$ cat src/rtl/aes_pkg.sv
// Package for the AES core: types, constants and byte-level GF functions.
// No dependencies.
package aes_pkg;

  localparam int unsigned CfgIdxW = 3;
  localparam int unsigned CfgDataW = 64;

  typedef enum logic [CfgIdxW-1:0] {
    REG_KEY_LENGTH = 3'd0,
    REG_KEY_WORD0  = 3'd1,
    REG_KEY_WORD1  = 3'd2,
    REG_KEY_WORD2  = 3'd3,
    REG_KEY_WORD3  = 3'd4
  } reg_idx_t;

  typedef enum logic [1:0] {
    KEYLEN_128 = 2'd0,
    KEYLEN_192 = 2'd1,
    KEYLEN_256 = 2'd2
  } keylen_t;

  localparam logic [7:0] GF_REDUCE = 8'h1b;
  localparam logic [7:0] GF_TOPBIT = 8'h80;

  // Controller to datapath commands
  typedef struct packed {
    logic load_block;   // capture block and op
    logic key_load;     // write key words from registers
    logic key_step;     // derive one schedule word
    logic rk_read;      // fetch one round key word
    logic rk_lat;       // latch fetched word into round key buffer
    logic round_first;  // apply initial add round key
    logic round_mid;    // full round
    logic round_last;   // final round
  } dp_cmd_t;

  function automatic logic [7:0] xtime(input logic [7:0] a);
    xtime = {a[6:0], 1'b0} ^ ((a & GF_TOPBIT) != 8'h00 ? GF_REDUCE : 8'h00);
  endfunction

  function automatic logic [7:0] gmul(input logic [7:0] a, input logic [7:0] b);
    logic [7:0] p;
    logic [7:0] x;
    p = 8'h00;
    x = a;
    for (int i = 0; i < 8; i++) begin
      if (b[i]) p = p ^ x;
      x = xtime(x);
    end
    gmul = p;
  endfunction

  function automatic logic [7:0] ginv(input logic [7:0] x);
    logic [7:0] r;
    logic [7:0] bs;
    r = 8'h01;
    bs = x;
    for (int i = 0; i < 8; i++) begin
      if (((8'd254 >> i) & 8'h01) != 8'h00) r = gmul(r, bs);
      bs = gmul(bs, bs);
    end
    ginv = r;
  endfunction

  function automatic logic [7:0] rotl8(input logic [7:0] x, input int unsigned n);
    rotl8 = 8'((x << n) | (x >> (8 - n)));
  endfunction

  function automatic logic [7:0] sbox_calc(input logic [7:0] x);
    logic [7:0] i;
    i = ginv(x);
    sbox_calc = i ^ rotl8(i, 1) ^ rotl8(i, 2) ^ rotl8(i, 3) ^ rotl8(i, 4) ^ 8'h63;
  endfunction

  function automatic logic [7:0] isbox_calc(input logic [7:0] y);
    isbox_calc = ginv(rotl8(y, 1) ^ rotl8(y, 3) ^ rotl8(y, 6) ^ 8'h05);
  endfunction

  // Tables built at elaboration
  typedef logic [7:0] sbox_t [256];

  function automatic sbox_t make_sbox(input logic inv);
    sbox_t t;
    for (int i = 0; i < 256; i++) begin
      t[i] = inv ? isbox_calc(8'(i)) : sbox_calc(8'(i));
    end
    make_sbox = t;
  endfunction

  localparam sbox_t SBOX = make_sbox(1'b0);
  localparam sbox_t ISBOX = make_sbox(1'b1);

  function automatic logic [31:0] sub_word(input logic [31:0] w);
    sub_word = {SBOX[w[31:24]], SBOX[w[23:16]], SBOX[w[15:8]], SBOX[w[7:0]]};
  endfunction

endpackage

$ cat src/rtl/aes_ctrl.sv
// Sequencer for key expansion and rounds of the AES core.
// Depends on aes_pkg.
module aes_ctrl (
  input  logic                 clk,
  input  logic                 rst,
  input  logic [1:0]           key_length,
  input  logic                 in_valid,
  output logic                 in_ready,
  output logic                 out_valid,
  input  logic                 out_ready,
  output aes_pkg::dp_cmd_t     cmd,
  output logic [5:0]           widx,
  output logic [1:0]           wsel,
  output logic [3:0]           nk_o,
  output logic [3:0]           rnd_o
);
  import aes_pkg::*;

  typedef enum logic [6:0] {
    S_IDLE  = 7'b0000001,
    S_KLOAD = 7'b0000010,
    S_KEXP  = 7'b0000100,
    S_FETCH = 7'b0001000,
    S_LATCH = 7'b0010000,
    S_ROUND = 7'b0100000,
    S_DONE  = 7'b1000000
  } state_t;

  state_t state, state_next;
  logic [5:0] cnt;
  logic [1:0] col;
  logic [3:0] rnd;
  logic [3:0] nr;
  logic [3:0] nk;
  logic [5:0] total;

  assign nk = (key_length == KEYLEN_128) ? 4'd4 : ((key_length == KEYLEN_192) ? 4'd6 : 4'd8);
  assign nr = nk + 4'd6;
  assign total = {nr, 2'b00} + 6'd4;

  assign in_ready = state == S_IDLE;
  assign out_valid = state == S_DONE;
  assign widx = cnt;
  assign wsel = col;
  assign nk_o = nk;
  assign rnd_o = rnd;

  // Decode the state into datapath commands
  always_comb begin
    cmd = '0;
    state_next = state;
    case (state)
      S_IDLE: begin
        if (in_valid) begin
          cmd.load_block = 1'b1;
          state_next = S_KLOAD;
        end
      end
      S_KLOAD: begin
        cmd.key_load = 1'b1;
        if (cnt == 6'(nk) - 6'd1) state_next = S_KEXP;
      end
      S_KEXP: begin
        cmd.key_step = 1'b1;
        if (cnt == total - 6'd1) state_next = S_FETCH;
      end
      S_FETCH: begin
        cmd.rk_read = 1'b1;
        state_next = S_LATCH;
      end
      S_LATCH: begin
        cmd.rk_lat = 1'b1;
        if (col == 2'd3) state_next = S_ROUND;
        else state_next = S_FETCH;
      end
      S_ROUND: begin
        if (rnd == 4'd0) cmd.round_first = 1'b1;
        else if (rnd == nr) cmd.round_last = 1'b1;
        else cmd.round_mid = 1'b1;
        state_next = (rnd == nr) ? S_DONE : S_FETCH;
      end
      S_DONE: begin
        if (out_ready) state_next = S_IDLE;
      end
      default: state_next = S_IDLE;
    endcase
  end

  // Advance state and counters
  always_ff @(posedge clk) begin
    if (rst) begin
      state <= S_IDLE;
      cnt <= '0;
      col <= '0;
      rnd <= '0;
    end else begin
      state <= state_next;
      case (state)
        S_IDLE: begin
          cnt <= '0;
          col <= '0;
          rnd <= '0;
        end
        S_KLOAD, S_KEXP: cnt <= (state_next == S_FETCH) ? 6'd0 : cnt + 6'd1;
        S_LATCH: col <= col + 2'd1;
        S_ROUND: rnd <= rnd + 4'd1;
        default: ;
      endcase
    end
  end

endmodule

$ cat config.mk
export PLATFORM = sky130hd
export DESIGN_NAME = aes_ctrl
export DESIGN_NICKNAME = d
export VERILOG_FILES = /design/src/rtl/aes_pkg.sv /design/src/rtl/aes_ctrl.sv
export SDC_FILE = /design/constraint.sdc
export NUM_CORES = 1
export LEC_CHECK = 0
export ABC_CLOCK_PERIOD_IN_PS = 2400
export BUFFER_PORTS_ARGS = -buffer_cell sky130_fd_sc_hd__buf_2
export CAP_MARGIN = 0
export CORE_MARGIN = 4
export CORE_UTILIZATION = 49
export CTS_BUF_LIST = sky130_fd_sc_hd__clkbuf_8
export DETAILED_ROUTE_END_ITERATION = 8
export PLACE_DENSITY = 0.84
export SYNTH_ARGS = -nofsm -noshare
export SYNTH_HDL_FRONTEND = slang
export SYNTH_SLANG_ARGS = --single-unit
$ cat constraint.sdc
create_clock -name clk -period 2.4 [get_ports clk]
set_input_delay 0.72 -clock clk [delete_from_list [all_inputs] [get_ports clk]]
set_output_delay 0.72 -clock clk [all_outputs]
set_load 0.005 [all_outputs]
---- Yosys cells after proc, flatten, opt, wreduce, memory -nomap -nowiden ----
Cells that the tools add are included.
operators by class
  add/subtract/negate cells ............... 7
  eq/ne operators ......................... 13
  mux-type cells .......................... 24
  reductions and logical operators ........ 6
operator list
  cell                                              count
  one-hot mux 7 bit (7 select lines)                1
  two-way mux 7 bit                                 5
  == test 7 x 4 -> 1 bit, second input constant     2
  == test 6 bit                                     2
  two-way mux 6 bit                                 2
  one-hot mux 6 bit (2 select lines)                1
  two-way mux 1 bit                                 9
  two-way mux 4 bit                                 2
  one-hot mux 4 bit (2 select lines)                1
  == test 7 x 1 -> 1 bit, second input constant     1
  == test 7 x 2 -> 1 bit, second input constant     1
  == test 7 x 3 -> 1 bit, second input constant     1
  == test 7 x 5 -> 1 bit, second input constant     1
  == test 7 x 6 -> 1 bit, second input constant     1
  == test 7 bit, second input constant              1
  adder 6 x 1 -> 6 bit, second input constant       1
  adder 6 x 3 -> 6 bit, second input constant       1
  nonzero test 2 bit                                3
  subtractor 6 x 1 -> 6 bit, second input constant  1
  subtractor 4 x 1 -> 5 bit, second input constant  1
  adder 4 x 1 -> 4 bit, second input constant       1
  adder 4 x 3 -> 4 bit, second input constant       1
  == test 4 bit                                     1
  zero test 4 bit                                   1
  other kinds (8)                                   8
storage, ports and cells
  flip-flop bits (word level) ............. 19
  bits of input ports ..................... 6
  output and inout port bits .............. 26
  logic and storage cells ................. 54

---- Longest topological paths before layout ----
Gate-level depths: netlist of run 1.
  depth after elaboration ................. 12
  gate-level depth with buffers ........... 7

---- Least setup slack after synthesis of run 1 ----
No wires, ideal clock.
  kind .................................... input-to-output
  from .................................... input port key_length[1]
  to ...................................... output port cmd[0] (netlist name)
  arrival ................................. 1712 ps
  required time ........................... 1680 ps
  setup slack ............................. -32 ps
  stages on the path ...................... 6
  buffers on the path ..................... 1
  path through ............................ buf_6 > or3_1 > a21oi_1 > a31oi_1 > or3_1 > inv_1
RTL lines
  item         RTL line        RTL
  from (decl)  aes_ctrl.sv:6   input logic [1:0] key_length,
  to (decl)    aes_ctrl.sv:11  output aes_pkg::dp_cmd_t cmd,

==> results by group, run 1 <==
Die
  – Die width: 58.8 um
  – Ports: 32
  – Die area: 3460 um2
  – Initial Util: 0.510
  – Die H: 58.8 um
  – Core area: 2480 um2
  – Num rows: 18

Timing
  – Crit path time final: 2600 ps
  – Tcrit/Tclk final: 1.08
  – Setup Skew: 4.72 ps
  – Final hold violation count: 0
  – Unrepaired setup endpoints after global routing: true
  – Max Slew Vio Count: 0
  – FMAX: 385 MHz
  – Final Setup Violations: 2
  – Post-route setup TNS: -342 ps
  – Final setup margin: -196 ps

Critical path
  – Crit Path Class: in2out
  – CP Launch Type: primary input
  – CP max FO: 2
  – Worst Path Arrival: 1880 ps
  – Crit end category: primary output
  – Critical Path RT: 1680 ps

Clock network
  – Reg clk slew, reported paths: 80 ps
  – H-tree depth: 1
  – CTS tree: built
  – Clk sinks: 19
  – CTS Hold Bufs: 0
  – CTS Root Buffer Type: clkbuf_8
  – Num CTS Buffers: 3
  – Max Buffers Root-to-Sink: 2
  – Clk Latency, worst-skew pair: 260 ps

Drt
  – Highest routed layer: met4
  – Pre-Repair DR Iteration Count: 4
  – Residual DRC: 0
  – WL final: 3290 um
  – Wire per inst: 14.7 um
  – Vias: 1311
  – Met1 WL: 1380 um
  – Routed wl met2: 1640 um
  – Vias per inst: 5.85
  – Initial detailed-routing violation count: 38
  – Routed wl met3: 185 um
  – Post-DRT Antenna Nets: 0

Logic synthesis
  – Average size of a mapped cell: 7.95 um2
  – Register area share after synthesis: 0.301
  – Synth area leaders: dfxtp_1 30%, nand2_1 5.0%, nor2_1 5.0%
  – Synth area leader: dfxtp_1
  – Distinct cells, synth: 49
  – Synthesis-stage register bit count: 19
  – Post-Synthesis Cells: 159
  – Synth Flop Type: dfxtp_1
  – Syn Nets: 169
  – Post-synth top area share: 0.301
  – Post-synth ARST share: 0
  – Synth Warn #: 0
  – EDFF count, synth: 0
  – Synth Cell Area: 1260 um2
  – Commonest cells in the synthesized netlist: 19 x dfxtp_1, 17 x nand2_1, 17 x nor2_1
  – Most common cell in the netlist: dfxtp_1

Cells and area
  – Final Util: 0.625
  – Area grow syn2layout: 22.6%
  – Ant. Diodes: 0
  – Net count, final: 205
  – Final Non-Filler Cells: 224
  – Proportion of layout cells with a drive suffix above 1: 0.320
  – Fillers: 224

Placed design
  – Placed cells: 220
  – Gpl congestion: 0.949
  – Detailed Place HPWL: 2410 um
  – Port bufs: 30

Global routing
  – Initial antenna violation count: 0
  – Total GRT Usage: 0.195
  – Vias in the first global route: 1235
  – First-pass GRT wire length: 5290 um
  – Largest net degree at the start of global routing: 16
  – Grt ovf: 0

Power
  – Sw Pwr: 184 uW
  – Leakage: 0.705 nW
  – Part of the power in registers: 0.492
  – Power Dens Cells: 427 nW/um2
  – Int Power: 478 uW
  – Gate power share: 0.157
  – Net Sw Frac: 0.278
  – VDD IR max: 0.381 mV
  – Clock Power Share: 0.351

Job
  – Max-cap violations: 0

Status
  – Violated checks: setup timing
  – Status: finished, violations left

Worst hold path
  – Min-Delay Path Class: reg2reg
## power groups by stage
stage	Sequential, mW	Clock (mW)	Combinational [mW]
final	0.326	0.232	0.104
after global routing	0.327	0.254	0.114
after CTS	0.325	0.236	0.102
after detailed placement	0.333	0	0.0991
after global placement	0.332	0	0.0954
after floorplan	0.331	0	0.0678
## logic make-up after synthesis
| family | after synthesis | share of synthesized area |
|---|---|---|
| adder cells (fa/ha/maj) | 4 | 0.0396 |
| flip-flops | 19 | 0.301 |
| AO/OA/AOI/OAI | 34 | 0.193 |
| buffers and inverters | 16 | 0.0713 |
| AND/OR/NAND/NOR | 81 | 0.361 |
| other | 1 | 0.00297 |
| multiplexers | 2 | 0.0168 |
| XOR/XNOR | 2 | 0.0139 |
## cell type report
cell class | instances | area, um2 | area share
clock inverter | 1 | 5.00 | 0.00323
clock buffer | 3 | 41.3 | 0.0267
tap | 30 | 37.5 | 0.0242
inverter | 8 | 30.0 | 0.0194
timing repair buffer | 39 | 236 | 0.153
sequential | 19 | 382 | 0.246
multi-input combinational | 124 | 817 | 0.527
## cell usage in the layout, fill, tap and decap left out, types with 2 or more instances in the layout
cell type  count
inv_2          3
or3_4          2
a22o_1         3
a311oi_1       2
buf_2         27
nand3_1       12
buf_6          3
xor2_1         2
nor2b_1        6
nor3_1         7
nand2b_1       4
a31oi_2        2
dfxtp_1       18
ha_1           4
a21oi_1        7
nor2_1        17
clkbuf_8       3
o21ai_1        2
o21a_1         2
and3_1         3
nand2_1       17
a211oi_1       3
inv_1          5
o21ai_0        3
buf_4          9
## what timing repair did
| action | CTS | global route |
|---|---|---|
| setup buffers | 0 | 0 |
| endpoints found under the setup margin | 2 | 3 |
| pin swaps | 3 | 1 |
| resized for setup | 3 | 8 |
| endpoints found under the hold margin | 0 | 0 |
## sequential cells by signal, summed over array words and instances, names as in the netlist
| name | count |
|---|---|
| state | 7 |
| widx | 6 |
| rnd_o | 4 |
| wsel | 2 |
## critical path, cell delays in order
cell and delay, ps:
buf_6 90, or3_4 360, a21oi_2 140, a31oi_2 60, or3_4 350, inv_2 70, buf_6 90
## routing by layer
| layer | GRT usage | vias up |
|---|---|---|
| met2 | 0.326 | 51 |
| met3 | 0.0329 | 11 |
| met4 | 0.113 | 0 |
| li1 | - | 639 |
| met5 | 0 | - |
| met1 | 0.231 | 610 |
## worst paths after layout
path	startpoint	to	slack, ps	cells past startpoint
setup / recovery	key_length[1]	cmd[0]	-200	7
hold / removal	wsel[1]	wsel[1]	510	2
setup reg to reg	state[1]	widx[4]	550	6
hold reg to reg	wsel[1]	wsel[1]	510	2
## through the flow
step	setup slack, ps	cell area (um2)	power (mW)	hold slack (ps)
finish	-196	1550	0.662	506
global route	-219	1550	0.694	524
CTS	-240	1520	0.663	507
detailed placement	-252	1460	0.432	521
global placement	-223	1460	0.428	465
floorplan	-32.3	1260	0.399	476
Note: power is estimated with default switching activity, not from simulation.
==> run 2, diff against run 1 <==
--- a/config.mk
+++ b/config.mk
@@ -6,7 +6,7 @@
 export NUM_CORES = 1
 export LEC_CHECK = 0
 export ABC_CLOCK_PERIOD_IN_PS = 2400
-export BUFFER_PORTS_ARGS = -buffer_cell sky130_fd_sc_hd__buf_2
+export BUFFER_PORTS_ARGS = -buffer_cell sky130_fd_sc_hd__buf_4
 export CAP_MARGIN = 0
 export CORE_MARGIN = 4
 export CORE_UTILIZATION = 49
==> run 2 against run 1 <==
The run still ends with setup timing left; setup slack got worse by 16 ps; flip-flop and latch count did not move; die area did not move; worst hold slack worse by 6.2 ps; cell count shrank 0.45%; largest power group unchanged.
==> results by group, run 2 (same netlist as run 1, synthesis figures left out) <==
Global routing
  – Grt ovf: 0 (unchanged)
  – Initial antenna violation count: 0 (unchanged)
  – Largest net degree at the start of global routing: 16 (unchanged)
  – Vias in the first global route: 1261 (was 1235)
  – Total GRT Usage: 0.198 (was 0.195)
  – First-pass GRT wire length: 5380 um (was 5290 um)

Die
  – Core area: 2480 um2 (unchanged)
  – Num rows: 18 (unchanged)
  – Initial Util: 0.510 (unchanged)
  – Die width: 58.8 um (unchanged)
  – Ports: 32 (unchanged)
  – Die area: 3460 um2 (unchanged)
  – Die H: 58.8 um (unchanged)

Critical path
  – Crit Path Class: in2out (unchanged)
  – Critical path depth in cells: 7 (unchanged)
  – Worst path cell trace: buf_6 -> or3_4 -> a21oi_2 -> a31oi_2 -> or3_4 -> inv_2 -> buf_6 (unchanged)
  – Critical Path RT: 1680 ps (about the same)
  – Crit end category: primary output (unchanged)
  – Worst r2r path cells: 6 (unchanged)
  – Buffers & Inverters on Critical Path: 3 (unchanged)
  – Slowest cell on the critical path: or3_4 (unchanged)
  – Cell family with most CP delay: simple AND/OR/NAND/NOR gates (unchanged)
  – CP max FO: 2 (unchanged)
  – Worst Path Arrival: 1890 ps (was 1880 ps)
  – Max stage delay on crit path: 360 ps (about the same)
  – CP Launch Type: primary input (unchanged)

Cells and area
  – Ant. Diodes: 0 (unchanged)
  – Most frequent cells in the layout: 35 x buf_4, 19 x dfxtp_1, 17 x nor2_1, 17 x nand2_1, 12 x nand3_1 (was 27 x buf_2, 18 x dfxtp_1, 17 x nor2_1, 17 x nand2_1, 12 x nand3_1)
  – Largest register FFs: 7 (unchanged)
  – Reg with most FFs: state (unchanged)
  – Net count, final: 204 (was 205)
  – Area grow syn2layout: 29.0% (was 22.6%)
  – Most common cell after layout, fill and taps aside: buf_4 (was buf_2)
  – Proportion of layout cells with a drive suffix above 1: 0.321 (was 0.320)

Drt
  – Vias per inst: 5.77 (was 5.85)
  – Wire per inst: 14.7 um (about the same)
  – Post-DRT Antenna Nets: 0 (unchanged)
  – Initial detailed-routing violation count: 83 (was 38)
  – Pre-Repair DR Iteration Count: 4 (unchanged)
  – WL final: 3290 um (about the same)
  – Vias: 1287 (was 1311)
  – Residual DRC: 0 (unchanged)

Clock network
  – Reg clk slew, reported paths: 70 ps (was 80 ps)
  – Setup bufs post-CTS: 0 (unchanged)
  – CTS Hold Bufs: 0 (unchanged)
  – Clk sinks: 19 (unchanged)
  – Clk Latency, worst-skew pair: 250 ps (was 260 ps)
  – Num CTS Buffers: 3 (unchanged)
  – Max Buffers Root-to-Sink: 2 (unchanged)
  – CTS tree: built (unchanged)
  – H-tree depth: 1 (unchanged)
  – CTS Root Buffer Type: clkbuf_8 (unchanged)

Timing
  – Crit path time final: 2610 ps (was 2600 ps)
  – Tcrit/Tclk final: 1.09 (was 1.08)
  – Final Setup Violations: 2 (unchanged)
  – Final hold slack: 499 ps (was 506 ps)
  – Actual slew at the worst max-slew pin: 496 ps
  – Max Slew Vio Count: 0 (unchanged)
  – Setup Skew: 2.72 ps (was 4.72 ps)
  – Final setup margin: -212 ps (was -196 ps)
  – Slew margin rel.: 0.665
  – FMAX: 383 MHz (was 385 MHz)
  – Final hold violation count: 0 (unchanged)
  – Unrepaired setup endpoints after global routing: true (unchanged)

Placed design
  – Detailed Place HPWL: 2450 um (was 2410 um)
  – Port bufs: 30 (unchanged)
  – Gpl congestion: 0.931 (was 0.949)

Status
  – Violated checks: setup timing (unchanged)
  – Status: finished, violations left (unchanged)

Power
  – Sw Pwr: 174 uW (was 184 uW)
  – VDD IR max: 0.284 mV (was 0.381 mV)
  – Part of the power in registers: 0.496 (was 0.492)
  – Total power: 657 uW (was 662 uW)
  – Net Sw Frac: 0.264 (was 0.278)
  – Power Dens Cells: 403 nW/um2 (was 427 nW/um2)
  – Gate power share: 0.174 (was 0.157)
  – Clock Power Share: 0.330 (was 0.351)
  – Int Power: 484 uW (was 478 uW)
  – Leakage: 0.709 nW (was 0.705 nW)

Job
  – Max-cap violations: 0 (unchanged)

Worst hold path
  – Min-Delay Path Class: reg2reg (unchanged)
  – Hold Crit Depth: 2 (unchanged)
-- run 2: final timing paths --
check                startpoint      end  slack, ps
setup / recovery  key_length[1]   cmd[0]       -210
hold / removal          wsel[1]  wsel[1]        500
setup reg to reg       state[1]  widx[4]        560
hold reg to reg         wsel[1]  wsel[1]        500
-- run 2: worst register-to-register path: cells and delay by family (launching register included) --
family,cells,cell delay [ps]
AND/OR/NAND/NOR,2,780
AO/OA/AOI/OAI,3,510
flip-flops,1,320
buffers and inverters,1,170
-- run 2: power by group through the flow --
stage,Sequential (mW),Combinational (mW),Clock (mW)
after detailed placement,0.332,0.106,0
after floorplan,0.331,0.0678,0
final,0.326,0.114,0.217
after global routing,0.326,0.126,0.236
after global placement,0.332,0.103,0
after CTS,0.325,0.109,0.220
-- run 2: cell type report --
type	count	area, um2
fill	209	847
tap	30	37.5
timing repair buffer	38	297
clock buffer	3	41.3
sequential	19	380
multi-input combinational	124	841
clock inverter	1	3.75
inverter	8	30.0
-- run 2: through the flow --
stage	instances	utilization	setup TNS, ps	area [um2]	setup slack, ps
after floorplan	159	-	-32.3	1260	-32.3
after global placement	219	0.616	-419	1530	-224
after detailed placement	219	0.616	-553	1530	-287
after CTS	223	0.645	-447	1600	-255
after global routing	223	0.658	-464	1630	-246
final	223	0.658	-396	1630	-212
-- run 2: routing by layer --
layer  GRT usage  vias up  routed length [um]
li1            -      632                   -
met1       0.234      598                1350
met2       0.342       46                1670
met3      0.0373       11                 191
met4      0.0906        0                  78
met5           0        -                   0
-- run 2: timing repair --
action / CTS / global route
pin swaps: 3 / 2
resized for setup: 6 / 8
hold endpoints to repair: 0 / 0
endpoints found under the setup margin: 2 / 4
==> run 3, diff against run 2 <==
--- a/config.mk
+++ b/config.mk
@@ -5,7 +5,7 @@
 export SDC_FILE = /design/constraint.sdc
 export NUM_CORES = 1
 export LEC_CHECK = 0
-export ABC_CLOCK_PERIOD_IN_PS = 2400
+export ABC_CLOCK_PERIOD_IN_PS = 2200
 export BUFFER_PORTS_ARGS = -buffer_cell sky130_fd_sc_hd__buf_4
 export CAP_MARGIN = 0
 export CORE_MARGIN = 4
==> constraint.sdc (replaced) <==
create_clock -name clk -period 2.2 [get_ports clk]
set_input_delay 0.66 -clock clk [delete_from_list [all_inputs] [get_ports clk]]
set_output_delay 0.66 -clock clk [all_outputs]
set_load 0.005 [all_outputs]
==> run 3 against run 2 <==
The run still ends with setup timing left; count of clock-buffer cells in the layout unchanged; cell count up 2.7%; flip-flop and latch count unchanged; via count up 1.6%; first-iteration DRC count down 52%; non-clock buffer count up 6; setup slack worse by 89 ps; worst hold slack better by 13 ps; wire length about the same; critical path depth unchanged; die area unchanged; critical path type unchanged.
==> results by group, run 3 (same netlist as run 1, synthesis figures left out) <==
Global routing
  – First-pass GRT wire length: 5230 um (was 5380 um)
  – Vias in the first global route: 1234 (was 1261)
  – Largest net degree at the start of global routing: 16 (unchanged)
  – Grt ovf: 0 (unchanged)
  – Total GRT Usage: 0.192 (was 0.198)
  – Initial antenna violation count: 0 (unchanged)

Die
  – Ports: 32 (unchanged)
  – Die area: 3460 um2 (unchanged)
  – Die H: 58.8 um (unchanged)
  – Initial Util: 0.510 (unchanged)
  – Die width: 58.8 um (unchanged)
  – Num rows: 18 (unchanged)
  – Core area: 2480 um2 (unchanged)

Cells and area
  – Most frequent cells in the layout: 41 x buf_4, 17 x nand2_1, 16 x nor2_1 (was 35 x buf_4, 19 x dfxtp_1, 17 x nor2_1, 17 x nand2_1, 12 x nand3_1)
  – Final Util: 0.680 (was 0.658)
  – Reg with most FFs: state (unchanged)
  – Final Non-Filler Cells: 229 (was 223)
  – Area of the multi-input gates: 840 um2 (was 841 um2)
  – Proportion of layout cells with a drive suffix above 1: 0.367 (was 0.321)
  – Final instance area: 1680 um2 (was 1630 um2)
  – Most common cell after layout, fill and taps aside: buf_4 (unchanged)
  – Area grow syn2layout: 33.3% (was 29.0%)
  – Register area: 388 um2 (was 380 um2)
  – Ant. Diodes: 0 (unchanged)
  – Net count, final: 210 (was 204)
  – Largest register FFs: 7 (unchanged)
  – Fillers: 195 (was 209)

Placed design
  – Gpl congestion: 0.929 (was 0.931)
  – Placed cells: 222 (was 219)
  – Place WS: -337 ps (was -287 ps)
  – Area post-placement: 1550 um2 (was 1530 um2)
  – Detailed Place HPWL: 2450 um (about the same)
  – Port bufs: 30 (unchanged)

Drt
  – Vias per inst: 5.71 (was 5.77)
  – Residual DRC: 0 (unchanged)
  – Pre-Repair DR Iteration Count: 4 (unchanged)
  – WL final: 3290 um (about the same)
  – Vias: 1307 (was 1287)
  – Wire per inst: 14.3 um (was 14.7 um)
  – Post-DRT Antenna Nets: 0 (unchanged)
  – Initial detailed-routing violation count: 40 (was 83)

Critical path
  – Setup slack, reg-to-reg: 430 ps (was 560 ps)
  – Critical Path RT: 1540 ps (was 1680 ps)
  – Max stage delay on crit path: 360 ps (about the same)
  – Worst path cell trace: buf_6 -> or3_4 -> a21oi_2 -> a31oi_2 -> or3_4 -> inv_2 -> buf_6 (unchanged)
  – Reg2reg start: widx[3] (was state[1])
  – Worst Path Arrival: 1840 ps (was 1890 ps)
  – Slowest cell on the critical path: or3_4 (unchanged)
  – Crit end category: primary output (unchanged)
  – Crit Path Class: in2out (unchanged)
  – Setup crit start: key_length[1] (unchanged)
  – Worst r2r path cells: 5 (was 6)
  – CP Launch Type: primary input (unchanged)
  – Critical path depth in cells: 7 (unchanged)
  – Buffers & Inverters on Critical Path: 3 (unchanged)
  – FF-to-FF End: widx[4] (unchanged)
  – Cell family with most CP delay: simple AND/OR/NAND/NOR gates (unchanged)
  – CP endpoint: cmd[0] (unchanged)
  – CP max FO: 2 (unchanged)

Clock network
  – Num CTS Buffers: 3 (unchanged)
  – CTS tree: built (unchanged)
  – H-tree depth: 1 (unchanged)
  – Reg clk slew, reported paths: 70 ps (about the same)
  – CTS Root Buffer Type: clkbuf_8 (unchanged)
  – Clk Latency, worst-skew pair: 260 ps (was 250 ps)
  – Clk sinks: 19 (unchanged)
  – Max Buffers Root-to-Sink: 2 (unchanged)

Timing
  – Setup Skew: 2.08 ps (was 2.72 ps)
  – Max Slew Vio Count: 0 (unchanged)
  – FMAX: 400 MHz
  – Unrepaired setup endpoints after global routing: true (unchanged)
  – Final setup margin: -301 ps (was -212 ps)
  – Tcrit/Tclk final: 1.14
  – Final hold violation count: 0 (unchanged)
  – Crit path time final: 2500 ps
  – Final Setup Violations: 2 (unchanged)

Power
  – Power Dens Cells: 433 nW/um2 (was 403 nW/um2)
  – VDD IR max: 0.372 mV (was 0.284 mV)
  – Total power: 730 uW (was 657 uW)
  – Leakage: 0.743 nW (was 0.709 nW)

Status
  – Violated checks: setup timing (unchanged)
  – Status: finished, violations left (unchanged)

Job
  – Max-cap violations: 0 (unchanged)

Worst hold path
  – Min-Delay Path Class: reg2reg (unchanged)
## run 3: where the power goes
group | switching (mW) | internal (mW) | total (mW)
combinational | 0.0690 | 0.0627 | 0.132
clock | 0.118 | 0.124 | 0.242
sequential | 0.00815 | 0.347 | 0.356
## run 3: timing repair
| action | CTS | global route |
|---|---|---|
| hold buffers | 0 | 0 |
| setup endpoints to repair | 3 | 6 |
| gates resized for setup | 6 | 14 |
| pin swaps | 4 | 4 |
| cloned | 0 | 0 |
| buffers inserted | 0 | 3 |
## run 3: worst min-delay path by stage
stage | slack (ps) | endpoint | start | cells after the start
floorplan | 480 | wsel[1] | wsel[1] | 2
finish | 510 | wsel[1] | wsel[1] | 2
detailed placement | 500 | wsel[1] | wsel[1] | 2
global placement | 470 | wsel[1] | wsel[1] | 2
global route | 530 | wsel[1] | wsel[1] | 2
CTS | 510 | wsel[1] | wsel[1] | 2
## run 3: layout make-up
cell class              instances  share of cell area
multi-input cells             124               0.499
inverters                       8              0.0193
repair buffers                 44               0.203
clock buffers                   3              0.0245
flip-flops and latches         19               0.230
clock inverters                 1             0.00223
well taps                      30              0.0223
## run 3: through the flow
stage               setup TNS, ps  hold slack [ps]
floorplan                    -112              476
global placement             -579              470
detailed placement           -649              498
CTS                          -586              507
global route                 -653              528
finish                       -557              512
## run 3: layer usage
metal / share of wire / routed length, um / track usage / vias to the layer above
met4: 0.017 / 57 / 0.0939 / 0
met3: 0.056 / 183 / 0.0351 / 7
met1: 0.42 / 1380 / 0.223 / 605
met5: 0 / 0 / 0 / -
met2: 0.51 / 1670 / 0.334 / 46
li1: - / - / - / 649
## run 3: worst reg2reg max path: stages (launching register included)
cell and delay (ps):
dfxtp_1 510, and4bb_1 250, or4_4 450, a21oi_4 240, a21o_1 150, a22o_1 110
